File: src/rtl/priority_message_slot_queue_assert.svh
// Assertion macros for the priority message slot queue.
// Uses clk and rst_n from the including module's scope.
`ifndef PRIORITY_MESSAGE_SLOT_QUEUE_ASSERT_SVH
`define PRIORITY_MESSAGE_SLOT_QUEUE_ASSERT_SVH

`ifndef ASSERT_OFF
`define PMSQ_ASSERT_IMPL(lbl, ante, cons, msg) \
  lbl: assert property (@(posedge clk) disable iff (!rst_n) (ante) |-> (cons)) \
    else $error(msg);
`define PMSQ_ASSERT_NEXT(lbl, ante, cons, msg) \
  lbl: assert property (@(posedge clk) disable iff (!rst_n) (ante) |=> (cons)) \
    else $error(msg);
`else
`define PMSQ_ASSERT_IMPL(lbl, ante, cons, msg)
`define PMSQ_ASSERT_NEXT(lbl, ante, cons, msg)
`endif

`endif

File: src/rtl/pmsq_pkg.sv
// Shared types and constants for the priority message slot queue.
// No dependencies.
`default_nettype none

package pmsq_pkg;

  localparam int PRIO_W  = 16;
  localparam int LEN_W   = 21;
  localparam int PAY_W   = 64;
  localparam int ORD_W   = 64;
  localparam int STAT_W  = 3;
  localparam int COUNT_W = 5;
  localparam int CFG_IDX_W  = 1;
  localparam int CFG_DATA_W = 21;

  localparam logic [PRIO_W-1:0] PRIO_LIMIT = 16'd32768;
  localparam logic [LEN_W-1:0]  SIZE_LIMIT = 21'd1048576;

  localparam logic [COUNT_W-1:0] MAX_MESSAGES_RST = 5'd10;
  localparam logic [LEN_W-1:0]   MESSAGE_SIZE_RST = 21'd8192;

  localparam logic [CFG_IDX_W-1:0] REG_MAX_MESSAGES = 1'd0;
  localparam logic [CFG_IDX_W-1:0] REG_MESSAGE_SIZE = 1'd1;

  localparam logic CMD_SEND = 1'b0;
  localparam logic CMD_RECV = 1'b1;

  localparam logic [STAT_W-1:0] ST_OK       = 3'd0;
  localparam logic [STAT_W-1:0] ST_BAD_PRIO = 3'd1;
  localparam logic [STAT_W-1:0] ST_TOO_LONG = 3'd2;
  localparam logic [STAT_W-1:0] ST_FULL     = 3'd3;
  localparam logic [STAT_W-1:0] ST_EMPTY    = 3'd4;
  localparam logic [STAT_W-1:0] ST_SMALL    = 3'd5;

  // one stored message
  typedef struct packed {
    logic [PRIO_W-1:0] prio;
    logic [LEN_W-1:0]  len;
    logic [PAY_W-1:0]  payload;
    logic [ORD_W-1:0]  order;
  } entry_t;

  // running result handed from cell to cell
  typedef struct packed {
    logic              found;
    logic [PRIO_W-1:0] prio;
    logic [ORD_W-1:0]  order;
    logic              free_found;
  } scan_t;

  // captured input item
  typedef struct packed {
    logic              command;
    logic [PRIO_W-1:0] priority_req;
    logic [LEN_W-1:0]  message_length;
    logic [PAY_W-1:0]  payload_handle;
    logic [LEN_W-1:0]  receive_capacity;
  } item_t;

endpackage

`default_nettype wire

File: src/rtl/pmsq_cell.sv
// One message slot plus one stage of the selection chain.
// Depends on pmsq_pkg.
`default_nettype none

module pmsq_cell import pmsq_pkg::*; #(
  parameter int CELL_ID = 0,
  parameter int IW      = 4,
  parameter int CAPW    = 5
) (
  input  wire logic             clk,
  input  wire logic             rst_n,
  input  wire logic [CAPW-1:0]  cap,
  input  wire logic             wr_en,
  input  wire logic             clr_en,
  input  wire entry_t           wr_data,
  input  wire scan_t            scan_in,
  input  wire logic [IW-1:0]    best_idx_in,
  input  wire logic [IW-1:0]    free_idx_in,
  output scan_t                 scan_out,
  output logic [IW-1:0]         best_idx_out,
  output logic [IW-1:0]         free_idx_out,
  output logic                  used,
  output logic [LEN_W-1:0]      len_q,
  output logic [PAY_W-1:0]      payload_q
);

  localparam logic [IW-1:0]   MY_IDX = IW'(CELL_ID);
  localparam logic [CAPW-1:0] MY_POS = CAPW'(CELL_ID);

  logic          used_r;
  entry_t        ent_r;
  scan_t         scan_r, scan_nxt;
  logic [IW-1:0] best_idx_r, best_idx_nxt;
  logic [IW-1:0] free_idx_r, free_idx_nxt;
  logic          take_best, take_free;

  // higher priority wins, older sequence number breaks a tie
  assign take_best = used_r &&
                     (!scan_in.found || (ent_r.prio > scan_in.prio) ||
                      ((ent_r.prio == scan_in.prio) && (ent_r.order < scan_in.order)));
  assign take_free = !scan_in.free_found && !used_r && (MY_POS < cap);

  always_comb begin
    scan_nxt     = scan_in;
    best_idx_nxt = best_idx_in;
    free_idx_nxt = free_idx_in;
    if (take_best) begin
      scan_nxt.found = 1'b1;
      scan_nxt.prio  = ent_r.prio;
      scan_nxt.order = ent_r.order;
      best_idx_nxt   = MY_IDX;
    end
    if (take_free) begin
      scan_nxt.free_found = 1'b1;
      free_idx_nxt        = MY_IDX;
    end
  end

  always_ff @(posedge clk) begin
    if (!rst_n) begin
      used_r <= 1'b0;
    end else if (wr_en) begin
      used_r <= 1'b1;
    end else if (clr_en) begin
      used_r <= 1'b0;
    end
  end

  always_ff @(posedge clk) begin
    if (wr_en) begin
      ent_r <= wr_data;
    end
    scan_r     <= scan_nxt;
    best_idx_r <= best_idx_nxt;
    free_idx_r <= free_idx_nxt;
  end

  assign scan_out     = scan_r;
  assign best_idx_out = best_idx_r;
  assign free_idx_out = free_idx_r;
  assign used         = used_r;
  assign len_q        = ent_r.len;
  assign payload_q    = ent_r.payload;

endmodule

`default_nettype wire

File: config.mk
export PLATFORM = sky130hd
export DESIGN_NAME = pmsq_cell
export DESIGN_NICKNAME = d
export VERILOG_FILES = /design/src/rtl/priority_message_slot_queue_assert.svh /design/src/rtl/pmsq_pkg.sv /design/src/rtl/pmsq_cell.sv
export SDC_FILE = /design/constraint.sdc
export NUM_CORES = 1
export LEC_CHECK = 0
export ABC_AREA = 1
export BUFFER_PORTS_ARGS = -buffer_cell sky130_fd_sc_hd__buf_2
export CAP_MARGIN = 20
export CORE_ASPECT_RATIO = 0.5
export CORE_UTILIZATION = 40
export DETAILED_ROUTE_END_ITERATION = 12
export MAX_ROUTING_LAYER = met4
export PLACE_DENSITY = 0.68
export SLEW_MARGIN = 20
export SYNTH_ARGS = -nofsm -noshare
export SYNTH_HDL_FRONTEND = slang
export SYNTH_SLANG_ARGS = --single-unit
File: constraint.sdc
create_clock -name clk -period 2.25 [get_ports clk]
set_input_delay 0.225 -clock clk [delete_from_list [all_inputs] [get_ports clk]]
set_output_delay 0.225 -clock clk [all_outputs]
set_load 0.01 [all_outputs]
==> results.md <==
- Clock root buffer: clkbuf_16
- Sequential fraction of the synthesis area: 0.623
- GRT Overall Usage: 0.248
- Status: complete, but fails checks
- FP Rows: 42
- Max IR drop VDD: about 0.63 mV
- Multi-input gate area: around 3400 µm²
- Port-buffer cells: 439
- Max cap viols: 0
- Max clock buf depth: 3
- Worst Setup End Kind: flop
- Global route overflow: 0
- Post-Synth XOR/XNOR Area: 0
- Final instance area: 17600 µm²
- Layout Cells excl Fill: approximately 2000
- Startpoint Class: flop
- Post-DP HPWL: around 22 mm
- Sequential Area: 6780 µm²
- Simple-gate area share of the yosys netlist: 0.147
- Largest delay share family, worst path: simple AND/OR/NAND/NOR gates
- Static leakage: 8.43 nW
- Die area: ~28000 µm²
- Mapped Cells: 962
- Period utilization: 1.09
- CP arrival: 2870 ps
- Initial Util: 0.409
- CTS tree: yes
- WP buf/inv: 3
- Largest net degree at the start of global routing: 55
- Clock Sink Count: 256
- Die H: 119 µm
- Initial antenna violation count: 3
- Worst Skew: 9.48 ps
- Final setup viols: 82
- Core Area: 26600 µm²
- Largest family of logic cells by synthesized area: simple AND/OR/NAND/NOR gates
- Hold Path Class: input port to flop
- Failing checks: negative setup slack
- Clk_lat worst skew: 530 ps
- Fin nets: approximately 2000
- Placed Cells: 1685
- Crit path max-delay cell type: edfxtp_1
- First-pass GRT wire length: 52.6 mm
- DR iter-0 viols: 602
- Worst hold margin: 61.0 ps
- Critical path, cell by cell: ha_4 -> nand2_1 -> nor2_2 -> nand3_2 -> nor3_2 -> buf_4 -> and3_4 -> nand2_2 -> nand2_2 -> nand2_8 -> buf_12 -> buf_16 -> nand3_1 -> nand2_1
- Unrepaired setup endpoints after global routing: true
- Area after DPL: 13100 µm²
- Rel. slew slack: 0.677
- WL per Instance: 19.2 µm
- DRT Pass-1 Iters: 7
- Utilization after layout: 0.663
- Post-synthesis cell type count: 26
- Slew Limit Fails: 0
- Synth Area in Compound Gates: 0.0285
- Fin. Hold Viols: 0
- GPL Wtd Cong: slightly above 0.9
- Share of cells above drive strength 1: 0.399
- FMAX: 0.407 GHz
- Pwr dens: roughly 730 nW/µm²
- Die X: 235 µm
- Worst path required time: 2660 ps
- Via/cell ratio: between 4 and 5
- Seq cells post-synth: 256
- I/O pin cnt: 440
- Netlist Area Pre-Place: 10900 µm²
- Worst Path Max Fanout: 7
- Worst stage delay on the critical path: around 460 ps
- Measured slew at the worst slew-check pin: 484 ps
- Antenna viol nets, final: 0
- H-tree depth: 1
- Fin worst setup slack: -208 ps
- Fillers: 1868
- Clk slew on worst S/H paths: ~70 ps
- Crit Path Class: flop to flop
- Vias post-DR: roughly 10000
- Drc violations: 0
- WL final: 38.9 mm
- Number of global-route vias before repair: roughly 10000
- Adder-cell share of the synthesized area: 0.0909
- Mux cell area share after synthesis: 0
- Tmin final: 2460 ps
- Syn nets: 1305
- CTS Buf Count: 25
- Synthesis Warnings: 0
- Synthesized area per cell: 11.3 µm²
- P&R area growth vs syn: 62.0%
==> final timing paths <==
kind,start,endpoint,slack [ps],depth (start not counted)
setup / recovery,ent_r[61],scan_out[9],-210,14
hold / removal,cap[0],scan_out[0],60,5
setup reg to reg,ent_r[61],scan_out[9],-210,14
hold reg to reg,ent_r[149],scan_out[65],510,2
==> cell usage in the layout (no fill, tap or decap), types with 2 or more instances in the layout <==
master,synthesis,final
a21boi_2,0,4
a21oi_1,39,36
a21oi_2,0,3
buf_12,2,8
buf_16,0,5
buf_2,16,438
buf_4,85,43
buf_6,5,3
bufinv_16,0,7
clkbuf_1,4,2
clkbuf_16,0,36
clkbuf_8,0,2
clkinv_1,0,3
clkinv_2,0,4
dfxtp_1,91,90
diode_2,0,4
dlygate4sd3_1,0,257
edfxtp_1,165,165
ha_1,79,74
ha_4,0,5
inv_1,99,99
inv_6,0,2
nand2_1,220,156
nand2_2,3,39
nand2_4,0,26
nand2_8,0,3
nand3_1,69,64
nand3_2,20,25
nand4_1,6,6
nor2_1,30,28
nor2_2,0,2
nor3_1,4,3
o21ai_0,14,13
==> tightest hold or removal path, delay by kind of cell <==
kind,cells,cell delay (ps)
and+or+nand+nor,4,260
buffers and inverters,1,80
==> kinds of logic after synthesis <==
family,Yosys count
flops,256
simple gates,357
buf+inv,211
compound gates,59
fa+ha+maj,79
==> what timing repair did <==
item / in CTS / in global routing
hold endpoints to repair: 256 / 0
hold buffers: 257 / 0
setup endpoints to repair: 85 / 85
pin swaps: 1 / 18
buffers inserted: 2 / 6
gates cloned: 3 / 16
gates resized for setup: 22 / 115
==> cell usage after synthesis <==
| master | count | area [µm²] |
|---|---|---|
| nand2_2 | 3 | 18.8 |
| inv_1 | 99 | 372 |
| or3_1 | 1 | 6.26 |
| clkbuf_1 | 4 | 15.0 |
| a21o_1 | 1 | 7.51 |
| buf_2 | 16 | 80.1 |
| edfxtp_1 | 165 | 4950 |
| and3_1 | 1 | 6.26 |
| buf_6 | 5 | 56.3 |
| a21oi_1 | 39 | 195 |
| nand4_1 | 6 | 37.5 |
| a21boi_0 | 4 | 30.0 |
| ha_1 | 79 | 988 |
| nand2_1 | 220 | 826 |
| dfxtp_1 | 91 | 1820 |
| nor3_2 | 1 | 10.0 |
| nor4_1 | 1 | 6.26 |
| buf_12 | 2 | 40.0 |
| nor3b_2 | 1 | 12.5 |
| o21ai_0 | 14 | 70.1 |
| nor3_1 | 4 | 20.0 |
| nand3_1 | 69 | 345 |
| o21a_1 | 1 | 7.51 |
| nand3_2 | 20 | 200 |
| nor2_1 | 30 | 113 |
| buf_4 | 85 | 638 |
==> layout make-up <==
cell class                 instances  area share
timing repair buffer             766       0.324
clock inverter                    17      0.0151
tap                              352      0.0250
inverter                          99      0.0211
clock buffer                      29      0.0375
multi-input combinational        496       0.192
antenna                            4    0.000568
sequential                       256       0.385
==> sequential cells by signal (all words and copies together) (netlist names) <==
name and count:
best_idx_out 4, ent_r 80, free_idx_out 4, len_q 21, payload_q 64, scan_out 82, used 1
==> per-layer routing <==
metal / wire, µm / vias to the layer above / GRT usage
met3: 2160 / 172 / 0.0425
met1: 14700 / 4770 / 0.269
met5: 0 / - / -
li1: - / 4505 / -
met2: 19900 / 474 / 0.444
met4: 2130 / 0 / 0.121
==> per-stage QoR <==
step                worst slack, ps  TNS [ps]  power, mW
floorplan                       309         0       6.58
global placement               -176    -12960       7.25
detailed placement             -232    -14650       7.30
CTS                           -59.3     -3180       12.5
global route                   -345    -21350       13.3
finish                         -208    -11910       12.9
==> report_power, final <==
part	switching, mW	internal, mW	leakage [nW]	total, mW
Clock	1.90	2.92	0.453	4.82
Combinational	1.23	1.20	5.60	2.43
Sequential	0.180	5.44	2.38	5.62
No activity file was read; power rests on OpenSTA's default activity.
